`config.mk`:
```
export PLATFORM = sky130hd
export DESIGN_NAME = phe_ctrl
export DESIGN_NICKNAME = d
export VERILOG_FILES = /design/src/hw/rtl/phe_pkg.sv /design/src/hw/rtl/phe_ctrl.sv
export SDC_FILE = /design/constraint.sdc
export NUM_CORES = 1
export LEC_CHECK = 0
export ABC_AREA = 1
export ABC_CLOCK_PERIOD_IN_PS = 1200
export BUFFER_PORTS_ARGS = -buffer_cell sky130_fd_sc_hd__buf_2
export CAP_MARGIN = 20
export CORE_AREA = 2 2 39 41
export DETAILED_ROUTE_END_ITERATION = 10
export DIE_AREA = 0 0 41 43
export GPL_TIMING_DRIVEN = 0
export SKIP_CTS_REPAIR_TIMING = 1
export SYNTH_ARGS = -nofsm -noshare
export SYNTH_HDL_FRONTEND = slang
export SYNTH_SLANG_ARGS = --single-unit
```
`constraint.sdc`:
```
create_clock -name clk -period 1.2 [get_ports clk]
set_clock_uncertainty 0.2 [all_clocks]
set_input_delay 0.12 -clock clk [delete_from_list [all_inputs] [get_ports clk]]
set_output_delay 0.12 -clock clk [all_outputs]
set_load 0.02 [all_outputs]
```
`src/hw/rtl/phe_pkg.sv`:
```
// phe_pkg: shared constants, opcodes and controller/datapath types
// for the pixel histogram engine. No dependencies.
`default_nettype none
package phe_pkg;

  // Storage geometry
  localparam int COUNT_BITS = 19;
  localparam int LEVELS     = 256;
  localparam int ADDR_BITS  = (LEVELS > 1) ? $clog2(LEVELS) : 1;

  // Fixed field widths of the channels
  localparam int OP_BITS    = 2;
  localparam int FIELD_BITS = 8;
  localparam int OUT_BITS   = 19;

  localparam logic [COUNT_BITS-1:0] COUNT_CEIL = '1;

  // Opcodes
  localparam logic [OP_BITS-1:0] OP_ACCUMULATE = 2'd0;
  localparam logic [OP_BITS-1:0] OP_READ       = 2'd1;
  localparam logic [OP_BITS-1:0] OP_CLEAR      = 2'd2;

  typedef logic [OP_BITS-1:0]    opcode_t;
  typedef logic [ADDR_BITS-1:0]  addr_t;
  typedef logic [COUNT_BITS-1:0] count_t;

  // Controller -> datapath
  typedef struct packed {
    logic capture;     // latch request, issue bin read
    logic clear_all;   // drop every bin back to zero
    logic write_back;  // accumulate: write incremented count
    logic load_out;    // read: load result register
  } cmd_t;

  // Datapath -> controller
  typedef struct packed {
    logic out_free;    // result register empty or being taken this cycle
  } status_t;

endpackage
`default_nettype wire

```
`src/hw/rtl/phe_ctrl.sv`:
```
// phe_ctrl: two-state sequencer that accepts one request, then runs an accumulate's
// read-modify-write or a read's result load; other opcodes need none. Depends on phe_pkg.
`default_nettype none
module phe_ctrl (
  input  wire logic                         clk,
  input  wire logic                         rst,
  input  wire logic                         req_valid,
  input  wire logic [phe_pkg::OP_BITS-1:0]  req_opcode,
  output logic                              req_ready,
  input  wire phe_pkg::status_t             status,
  output phe_pkg::cmd_t                     cmd
);

  localparam logic ST_IDLE = 1'b0;
  localparam logic ST_EXEC = 1'b1;

  logic              state;
  logic              state_next;
  phe_pkg::opcode_t  op_q;
  logic              accept;

  assign req_ready = (state == ST_IDLE);
  assign accept    = req_valid && req_ready;

  always_comb begin
    cmd.capture    = accept && ((req_opcode == phe_pkg::OP_ACCUMULATE) ||
                                (req_opcode == phe_pkg::OP_READ));
    cmd.clear_all  = accept && (req_opcode == phe_pkg::OP_CLEAR);
    cmd.write_back = (state == ST_EXEC) && (op_q == phe_pkg::OP_ACCUMULATE);
    cmd.load_out   = (state == ST_EXEC) && (op_q == phe_pkg::OP_READ) && status.out_free;
  end

  always_comb begin
    state_next = state;
    unique case (state)
      ST_IDLE: begin
        if (cmd.capture) state_next = ST_EXEC;
      end
      ST_EXEC: begin
        if (cmd.write_back || cmd.load_out) state_next = ST_IDLE;
      end
      default: state_next = ST_IDLE;
    endcase
  end

  always_ff @(posedge clk) begin
    if (rst) begin
      state <= ST_IDLE;
    end else begin
      state <= state_next;
    end
  end

  always_ff @(posedge clk) begin
    if (cmd.capture) begin
      op_q <= req_opcode;
    end
  end

  a_capture_enters_exec: assert property (@(posedge clk) disable iff (rst)
    cmd.capture |=> (state == ST_EXEC))
    else $error("captured request did not start execution");

  a_load_needs_room: assert property (@(posedge clk) disable iff (rst)
    cmd.load_out |-> status.out_free)
    else $error("result loaded while result register still held");

  a_one_action: assert property (@(posedge clk) disable iff (rst)
    !(cmd.write_back && cmd.load_out))
    else $error("write back and result load in the same cycle");

  a_accum_one_exec: assert property (@(posedge clk) disable iff (rst)
    cmd.write_back |=> (state == ST_IDLE))
    else $error("accumulate stayed in execution");

endmodule
`default_nettype wire

```
* Yosys cells after proc, flatten, opt, wreduce, memory -nomap -nowiden
Cells that the tools add are included.
** Storage, ports and cells
- Flip-flop bits (word level) :: 3
- Input bits :: 6
- Output and inout bits :: 5
- Word-level logic and storage cells :: 19
** Cells by class
- Equality and inequality tests :: 3
- Muxes and demuxes :: 3
- Bitwise operators :: 1
- Reductions and logical operators :: 10
** Operators with widths (count)
- $logic_and 1x1->1 :: 6
- $eq 2x1->1 const B :: 2
- $logic_not 2->1 :: 2
- $eq 2x2->1 const B :: 1
- $logic_or 1x1->1 :: 2
- $mux 1 :: 2
- $pmux 1 s2 :: 1
- $not 1->1 :: 1

* Longest topological paths before layout
Gate-level depths: netlist of run 1.
- Word-level depth :: 6
- Mapped depth :: 5
- Mapped depth without buffers :: 5

* Least setup slack after synthesis of run 1
Ideal clock, no wire load.
- Path kind :: register -> register
- Start point :: register state
- End point :: register op_q[0], enable pin
- Library setup time :: 323 ps
- Arrival time :: 758 ps
- Data required time :: 677 ps
- Path slack :: -82 ps
- Cell stages (with the launch flop) :: 4
- Buffers on the path :: 0
- Clock period less this slack :: 1282 ps
- Cell sequence :: dfxtp_1 -> inv_2 -> nand3_1 -> inv_1
** RTL lines
- start, declared :: RTL line phe_ctrl.sv:17 : logic state;
- start signal, assigned :: RTL line phe_ctrl.sv:50 : state <= state_next;
- end signal, assigned :: RTL line phe_ctrl.sv:56 : op_q <= req_opcode;
- end, declared :: RTL line phe_ctrl.sv:19 : phe_pkg::opcode_t op_q;

==> summary.md, run 1 <==
| Metric | Value |
|---|---|
| Die X | between 40 and 50 um |
| Avg WL per Cell | 7.62 um |
| Post-placement worst setup slack | 73.8 ps |
| Peak supply drop | slightly below 0.4 mV |
| Detailed Route WL | roughly 420 um |
| Dpl cells | 45 |
| CP arrival | 1010 ps |
| First-pass iteration count of the detailed router | 2 |
| Mean Syn Cell Area | 8.23 um2 |
| Final period utilization | 1.11 |
| Number of global-route vias before repair | between 100 and 150 |
| Max-slew violations | 0 |
| Comb power frac | 0.196 |
| Pint | 0.280 mW |
| Final Core Density | 0.252 |
| Chip Height | 43 um |
| Synth cell types | 11 |
| Fill count | 149 |
| Antenna-violating nets left | 0 |
| Worst Max-Slew Pin Slew | 143 ps |
| Seq cells post-synth | 3 |
| Post-synthesis instance total | 19 |
| FP Rows | 14 |
| Layout cells sized above 1 | 0.718 |
| Detailed Place HPWL | 279 um |
| Initial antenna violation count | 0 |
| Mapped cell area | 156 um2 |
| P_sw | 0.0902 mW |
| Crit path required time | 880 ps |
| Global route overflow | 0 |
| CTS root buffer | clkbuf_4 |
| Skew-Pair Late Insertion Delay | 230 ps |
| Final #Nets | 46 |
| Failing checks | negative setup slack |
| Synth Warn # | 0 |
| Largest net degree at the start of global routing | 7 |
| Clock share of power | 0.474 |
| Register cell area after layout | 81.3 um2 |
| Crit start category | flip-flop |
| Slew Limit Headroom | 0.905 |
| Unrepaired setup endpoints after global routing | yes |
| Global-route usage over all layers | 0.0513 |
| Sw Ratio | 0.244 |
| Layout area overhead | 123% |
| Initial drt markers | 1 |
| Finished Cell Area | about 350 um2 |
| Vias per cell | 3.58 |
| Vias | 197 |
| Max Root-Sink Buffers | 2 |
| Syn Nets | 25 |
| First-pass GRT wire length | 489 um |
| Max Cap Viol | 0 |
| F_max | about 750 MHz |
| Fin worst setup slack | -129 ps |
| TritonCTS Sinks | 3 |
| Sequential area share after synthesis | 0.512 |
| Initial Util | 0.113 |
| Port Buffers | 10 |
| Diodes inserted | 0 |
| CTS tree | yes |
| TritonCTS Buffers | 3 |
| Final setup vio count | 4 |
| DP Area | 234 um2 |
| PwrDens | around 1100 nW/um2 |
| Layout Cells excl Fill | 55 |
| Leak Pwr | 0.164 nW |
| Die area | 1760 um2 |
| Kind of end point of the critical path | primary output |
| Critical path class | flip-flop to primary output |
| Worst-path clk slew | 40 ps |
| DRC | 0 |
| Outcome | complete, but fails checks |
| Sequential share of power | 0.330 |
| Tmin final | 1330 ps |
| I/O pin cnt | 11 |
| H-tree depth | 1 |
| RePlAce Congestion | 0.641 |
| CORE AREA | 1380 um2 |
| Worst min path class | input port to flip-flop |
| Hold Violations, Final | 0 |
| Multi-input logic area | 80.1 um2 |
| Crit-path max FO | 3 |
critical path, stage by stage (launching register included):
cell,delay [ps]
edfxtp_1,420
nand2_1,110
inv_2,40
nand2_2,70
inv_2,30
buf_6,120
area by class of cell:
type,instances,area share
tap,16,0.0573
inverter,5,0.0609
timing repair buffer,16,0.344
multi-input combinational,11,0.229
clock buffer,4,0.0753
sequential,3,0.233
metrics by stage:
step           power [mW]  hold slack, ps  setup TNS, ps
3_5_place_dp        0.169            89.3              0
4_1_cts             0.352            -161           -566
2_1_floorplan       0.150           -17.6              0
6_report            0.370            65.3           -305
5_1_grt             0.394            76.7           -516
3_3_place_gp        0.168            86.4              0
cells by family after synthesis:
family,after synthesis,synth area share
and+or+nand+nor,10,0.312
buffers and inverters,5,0.120
DFF,3,0.512
AOI/OAI and AO/OA,1,0.0560
Yosys cell counts, drive strengths merged:
| library cell | n | share of area |
|---|---|---|
| a21oi | 1 | 0.056 |
| dfxtp | 1 | 0.13 |
| edfxtp | 2 | 0.38 |
| inv | 5 | 0.12 |
| nand2 | 3 | 0.088 |
| nand3 | 2 | 0.064 |
| nor2 | 4 | 0.13 |
| nor3 | 1 | 0.032 |
per-layer routing:
metal | GRT usage | share of wire | vias up
met5 | 0 | 0 | -
met4 | 0.100 | 0.038 | 0
met3 | 0.0314 | 0.11 | 2
met2 | 0.0469 | 0.48 | 11
met1 | 0.0485 | 0.36 | 85
li1 | - | - | 99
flip-flops by register name, summed over array words and instances, names as in the netlist:
name / cells
op_q: 2
state: 1
worst paths after layout:
check / start / end / slack (ps) / cells past startpoint
hold / removal: status / state$_SDFF_PP0_ / 70 / 6
setup / recovery: op_q[0]$_DFFE_PP_ / cmd[0] / -130 / 5
setup reg to reg: state$_SDFF_PP0_ / op_q[0]$_DFFE_PP_ / 60 / 4
hold reg to reg: state$_SDFF_PP0_ / state$_SDFF_PP0_ / 420 / 4
power groups by stage:
stage                     clock network [mW]  registers, mW  logic [mW]
final                                  0.175          0.122      0.0726
after global routing                   0.192          0.122      0.0795
after CTS                              0.184          0.122      0.0459
after detailed placement                   0          0.123      0.0457
after global placement                     0          0.123      0.0455
after floorplan                            0          0.122      0.0277
layout by cell type, fill, tap and decap left out, drive strengths merged:
cell	netlist	routed
buf	0	13
inv	5	5
clkbuf	0	4
nor2	4	4
dlygate4sd3	0	3
nand2	3	3
edfxtp	2	2
nand3	2	2
nor3	1	1
a21oi	1	1
dfxtp	1	1
Power figures use the tool's default switching activity.
==> inputs of run 2 (changes only) <==
--- a/config.mk
+++ b/config.mk
@@ -7,5 +7,5 @@
 export LEC_CHECK = 0
 export ABC_AREA = 1
-export ABC_CLOCK_PERIOD_IN_PS = 1200
+export ABC_CLOCK_PERIOD_IN_PS = 1300
 export BUFFER_PORTS_ARGS = -buffer_cell sky130_fd_sc_hd__buf_2
 export CAP_MARGIN = 20
==> constraint.sdc (replaced) <==
create_clock -name clk -period 1.3 [get_ports clk]
set_clock_uncertainty 0.2 [all_clocks]
set_input_delay 0.065 -clock clk [delete_from_list [all_inputs] [get_ports clk]]
set_output_delay 0.065 -clock clk [all_outputs]
set_load 0.02 [all_outputs]
==> summary.md, run 2 (synthesized netlist as in run 1, its figures left out) <==
| Metric | Value |
|---|---|
| Crit path required time | 1030 ps (+150 ps) |
| F_max | ~800 MHz |
| Final setup vio count | 0 (-4) |
| Sw Ratio | 0.247 (+0.00334) |
| Layout area overhead | 98.4% |
| Outcome | complete, but fails checks |
| Crit-path max cell delay | 410 ps (about the same) |
| Global-route usage over all layers | 0.0604 (+0.00905) |
| Die X | 41 um (unchanged) |
| Cell mode on critical path | inv_2 |
| Fin Hold WS | -153 ps (-218 ps) |
| Max Cap Viol | 0 (unchanged) |
| Worst min path class | input port to flip-flop |
| Cell Chain, Critical Path | nand2_1, inv_2, nand2_2, inv_2, buf_6 |
| Initial drt markers | 2 (+1) |
| Port Buffers | 10 (unchanged) |
| Dpl cells | 45 (unchanged) |
| Max-slew violations | 0 (unchanged) |
| First-pass iteration count of the detailed router | 3 (+1) |
| Comb power frac | 0.164 (-0.032) |
| Biggest register | op_q |
| Die area | 1760 um2 (unchanged) |
| Initial antenna violation count | 0 (unchanged) |
| Layout cells sized above 1 | 0.722 (+0.00427) |
| CTS root buffer | clkbuf_4 |
| Initial Util | 0.113 (unchanged) |
| Global route overflow | 0 (unchanged) |
| CTS tree | yes |
| Number of global-route vias before repair | 155 (+17%) |
| CORE AREA | 1380 um2 (unchanged) |
| Tmin final | 1250 ps |
| Final #Nets | 43 (-6.5%) |
| Largest regs | op_q (2), state (1) |
| Hold Violations, Final | 2 (+2) |
| Diodes inserted | 0 (unchanged) |
| I/O pin cnt | 11 (unchanged) |
| Most frequent cells in the layout | buf_2, inv_2, clkbuf_4, buf_4 |
| H-tree depth | 1 (unchanged) |
| Slew Limit Headroom | 0.910 (+0.00496) |
| Worst-path clk slew | 40 ps (about the same) |
| Chip Height | 43 um (unchanged) |
| TritonCTS Sinks | 3 (unchanged) |
| Detailed Route WL | 368 um (-12%) |
| First-pass GRT wire length | 621 um (+27%) |
| Crit start category | flip-flop |
| CP arrival | 990 ps (-20 ps) |
| P_sw | 0.0817 mW (-9.4%) |
| Tot Pwr | 0.331 mW (-11%) |
| Max Root-Sink Buffers | 2 (unchanged) |
| Final Core Density | 0.224 (-0.0280) |
| Avg WL per Cell | 7.08 um (-7.1%) |
| DRC | 0 (unchanged) |
| Final period utilization | 0.964 |
| Skew-Pair Late Insertion Delay | 230 ps (about the same) |
| Worst Max-Slew Pin Slew | 134 ps (-8.17 ps) |
| Unrepaired setup endpoints after global routing | yes |
| FP Rows | 14 (unchanged) |
| Leak Pwr | 0.148 nW (-9.8%) |
| Vias | 179 (-9.1%) |
| Sequential share of power | 0.340 (+0.010) |
| RePlAce Congestion | 0.548 (-15%) |
| PwrDens | 1070 nW/um2 (+0.57%) |
| Antenna-violating nets left | 0 (unchanged) |
| Layout Cells excl Fill | 52 (-5.5%) |
| TritonCTS Buffers | 3 (unchanged) |
| CP max stage cell | edfxtp_1 |
| Pint | 0.249 mW (-11%) |
| Critical path class | flip-flop to primary output |
| Fill count | 159 (+6.7%) |
| Most common cell after layout, fill and taps aside | buf_2 |
| Crit-path max FO | 3 (unchanged) |
| Max reg flops | 2 (unchanged) |
| Largest net degree at the start of global routing | 7 (unchanged) |
| Detailed Place HPWL | 276 um (-1.1%) |
| Failing checks | negative hold slack |
| Vias per cell | 3.44 (-3.9%) |
| Clock share of power | 0.497 (+0.023) |
| Final TNS setup | 0 ps (+305 ps) |
| Kind of end point of the critical path | primary output |
| Peak supply drop | 0.406 mV (+5.3%) |
[run 2: critical path: cells and delay by family, from the launching register on]
family	cells	cell delay, ps
flip-flops	1	410
buffers and inverters	3	190
AND/OR/NAND/NOR	2	160
[run 2: metrics by stage]
stage                     instance area (um2)  setup WS [ps]
after CTS                                 253          -37.2
after floorplan                           156           18.2
after global placement                    226            179
final                                     310           47.0
after detailed placement                  226            170
after global routing                      310          -18.5
[run 2: power by group through the flow]
stage,sequential [mW],combinational (mW),clock (mW)
CTS,0.111,0.0416,0.173
global route,0.113,0.0601,0.184
finish,0.112,0.0540,0.164
floorplan,0.112,0.0243,0
global placement,0.112,0.0409,0
detailed placement,0.112,0.0414,0
[run 2: cell type report]
cell class | instances | area [um2] | area share
Tap cell | 16 | 20.0 | 0.0645
Multi-Input combinational cell | 11 | 72.6 | 0.234
Clock buffer | 4 | 26.3 | 0.0847
Inverter | 5 | 21.3 | 0.0685
Sequential cell | 3 | 81.3 | 0.262
Timing Repair Buffer | 13 | 88.8 | 0.286
[run 2: metal layers]
layer	track usage	routed length, um	share of wire	up-vias
li1	-	-	-	92
met1	0.0583	148	0.40	76
met2	0.0750	167	0.45	9
met5	0	0	0	-
met4	0.0800	18	0.049	0
met3	0.0314	34	0.092	2
[run 2: path summary, 6_finish.rpt]
kind / startpoint / to / depth (start not counted) / slack, ps
setup / recovery: op_q[0]$_DFFE_PP_ / cmd[0] / 5 / 50
setup reg to reg: state$_SDFF_PP0_ / op_q[0]$_DFFE_PP_ / 3 / 250
hold reg to reg: state$_SDFF_PP0_ / state$_SDFF_PP0_ / 3 / 350
hold / removal: req_opcode[1] / op_q[1]$_DFFE_PP_ / 1 / -150
==> inputs of run 3 (changes only) <==
ABC_CLOCK_PERIOD_IN_PS = 1600   (was 1300)
clock period = 1.6 ns   (was 1.3 ns; I/O delays follow)
==> summary.md, run 3 (synthesized netlist as in run 1, its figures left out) <==
| Metric | Value |
|---|---|
| Final #Nets | 44 (+2.3%) |
| Final period utilization | 0.916 |
| I/O pin cnt | 11 (unchanged) |
| Hold path startpoint | status |
| CTS root buffer | clkbuf_4 |
| Met2 Use GR | 0.0750 (unchanged) |
| RR Endpoint | op_q[0]$_DFFE_PP_ |
| Initial drt markers | 0 (-2) |
| Sw Ratio | 0.241 (-0.00634) |
| Port Buffers | 10 (unchanged) |
| H-tree depth | 1 (unchanged) |
| FP Rows | 14 (unchanged) |
| Global-route usage over all layers | 0.0604 (unchanged) |
| Most frequent cells in the layout | buf_2, dlygate4sd3_1, inv_1, clkbuf_4 |
| Met1 usage | 0.0583 (unchanged) |
| Detailed Place HPWL | 276 um (unchanged) |
| Peak supply drop | 0.325 mV (-20%) |
| Avg WL per Cell | 7.13 um (+0.78%) |
| Largest regs | op_q (2), state (1) |
| Max-slew violations | 0 (unchanged) |
| First-pass GRT wire length | 621 um (unchanged) |
| TritonCTS Sinks | 3 (unchanged) |
| Vias | 177 (-1.1%) |
| Die area | 1760 um2 (unchanged) |
| Reg2Reg Setup Slack | 480 ps (+230 ps) |
| Crit-path max FO | 3 (unchanged) |
| Largest net degree at the start of global routing | 7 (unchanged) |
| DP Area | 226 um2 (unchanged) |
| PwrDens | 901 nW/um2 (-15%) |
| Max Cap Viol | 0 (unchanged) |
| Worst Max-Slew Pin Slew | 178 ps (+43.8 ps) |
| Crit path required time | 1320 ps (+290 ps) |
| Final Core Density | 0.212 (-0.0127) |
| Leak Pwr | 0.152 nW (+2.8%) |
| Global route overflow | 0 (unchanged) |
| F_max | 682 MHz |
| Number of global-route vias before repair | 155 (unchanged) |
| Chip Height | 43 um (unchanged) |
| Worst R2R Path Depth | 3 (unchanged) |
| Clock share of power | 0.506 (+0.009) |
| Die X | 41 um (unchanged) |
| Detailed Route WL | 378 um (+2.7%) |
| Hold depth | 6 (+5) |
| First-pass iteration count of the detailed router | 1 (-2) |
| Max reg flops | 2 (unchanged) |
| Hold Violations, Final | 0 (-2) |
| Layout cells sized above 1 | 0.514 (-0.209) |
| Met3 Usage GRT | 0.0314 (unchanged) |
| Worst-path clk slew | 40 ps (about the same) |
| Biggest register | op_q |
| Unrepaired setup endpoints after global routing | no |
| Critical path class | input port to primary output |
| Kind of end point of the critical path | primary output |
| TritonCTS Buffers | 3 (unchanged) |
| Diodes inserted | 0 (unchanged) |
| Slew Limit Headroom | 0.880 (-0.0296) |
| Worst Hold Path EP | state$_SDFF_PP0_ |
| Finished Cell Area | 293 um2 (-5.6%) |
| Crit start category | input port |
| Sequential share of power | 0.341 (about the same) |
| Antenna-violating nets left | 0 (unchanged) |
| Worst min path class | input port to flip-flop |
| Pint | 0.200 mW (-20%) |
| Tmin final | around 1500 ps |
| Initial Util | 0.113 (unchanged) |
| Final TNS setup | 0 ps (unchanged) |
| RePlAce Congestion | 0.548 (unchanged) |
| Max Root-Sink Buffers | 2 (unchanged) |
| Layout area overhead | 87.2% |
| Reg2Reg Launch Point | state$_SDFF_PP0_ |
| Most common cell after layout, fill and taps aside | buf_2 |
| Skew-Pair Late Insertion Delay | 230 ps (about the same) |
| Vias per cell | 3.34 (-3.0%) |
| CTS tree | yes |
| Fill count | 159 (unchanged) |
| DRC | 0 (unchanged) |
| Outcome | finished, final reports clean |
| CORE AREA | 1380 um2 (unchanged) |
| GRT busiest layer | met4 |
| CP arrival | 1190 ps (+200 ps) |
| Initial antenna violation count | 0 (unchanged) |
| P_sw | 0.0635 mW (-22%) |
| Final setup vio count | 0 (unchanged) |
| Comb power frac | 0.153 (-0.011) |
run 3: area by class of cell:
cell class / instances / area (um2) / share of cell area
Timing Repair Buffer: 14 / 90.1 / 0.308
Sequential cell: 3 / 80.1 / 0.274
Multi-Input combinational cell: 11 / 57.6 / 0.197
Clock buffer: 4 / 26.3 / 0.0897
Tap cell: 16 / 20.0 / 0.0684
Inverter: 5 / 18.8 / 0.0641
run 3: stage by stage:
step | hold slack (ps) | std cells | setup slack (ps) | power, mW
2_1_floorplan | -57.6 | 19 | 318 | 0.110
6_report | 29.0 | 53 | 135 | 0.264
3_5_place_dp | 45.1 | 45 | 470 | 0.125
3_3_place_gp | 48.7 | 45 | 479 | 0.124
4_1_cts | -203 | 49 | 248 | 0.264
5_1_grt | 73.8 | 53 | 54.5 | 0.285
run 3: critical path, cell delays in order:
cell and delay (ps):
dlygate4sd3_1 530, buf_2 130, inv_1 40, nand3_1 100
inv_1 120, buf_2 180
run 3: power groups by stage:
stage,Clock (mW),Combinational [mW],Sequential [mW]
final,0.133,0.0404,0.0899
after global routing,0.149,0.0455,0.0902
after CTS,0.141,0.0338,0.0898
after detailed placement,0,0.0336,0.0910
after global placement,0,0.0332,0.0909
after floorplan,0,0.0197,0.0907
run 3: per-layer routing:
layer | vias up | share of wire
met2 | 9 | 0.44
met4 | 0 | 0.048
met3 | 2 | 0.085
met5 | - | 0
li1 | 93 | -
met1 | 73 | 0.42
run 3: worst max path at each step:
| stage | startpoint | to | slack (ps) | cells past startpoint |
|---|---|---|---|---|
| floorplan | state$_SDFF_PP0_ | op_q[0]$_DFFE_PP_ | 320 | 3 |
| global placement | state$_SDFF_PP0_ | op_q[0]$_DFFE_PP_ | 480 | 3 |
| detailed placement | state$_SDFF_PP0_ | op_q[0]$_DFFE_PP_ | 470 | 3 |
| CTS | op_q[1]$_DFFE_PP_ | cmd[1] | 250 | 2 |
| global route | req_opcode[1] | cmd[3] | 50 | 6 |
| finish | req_opcode[1] | cmd[3] | 130 | 6 |
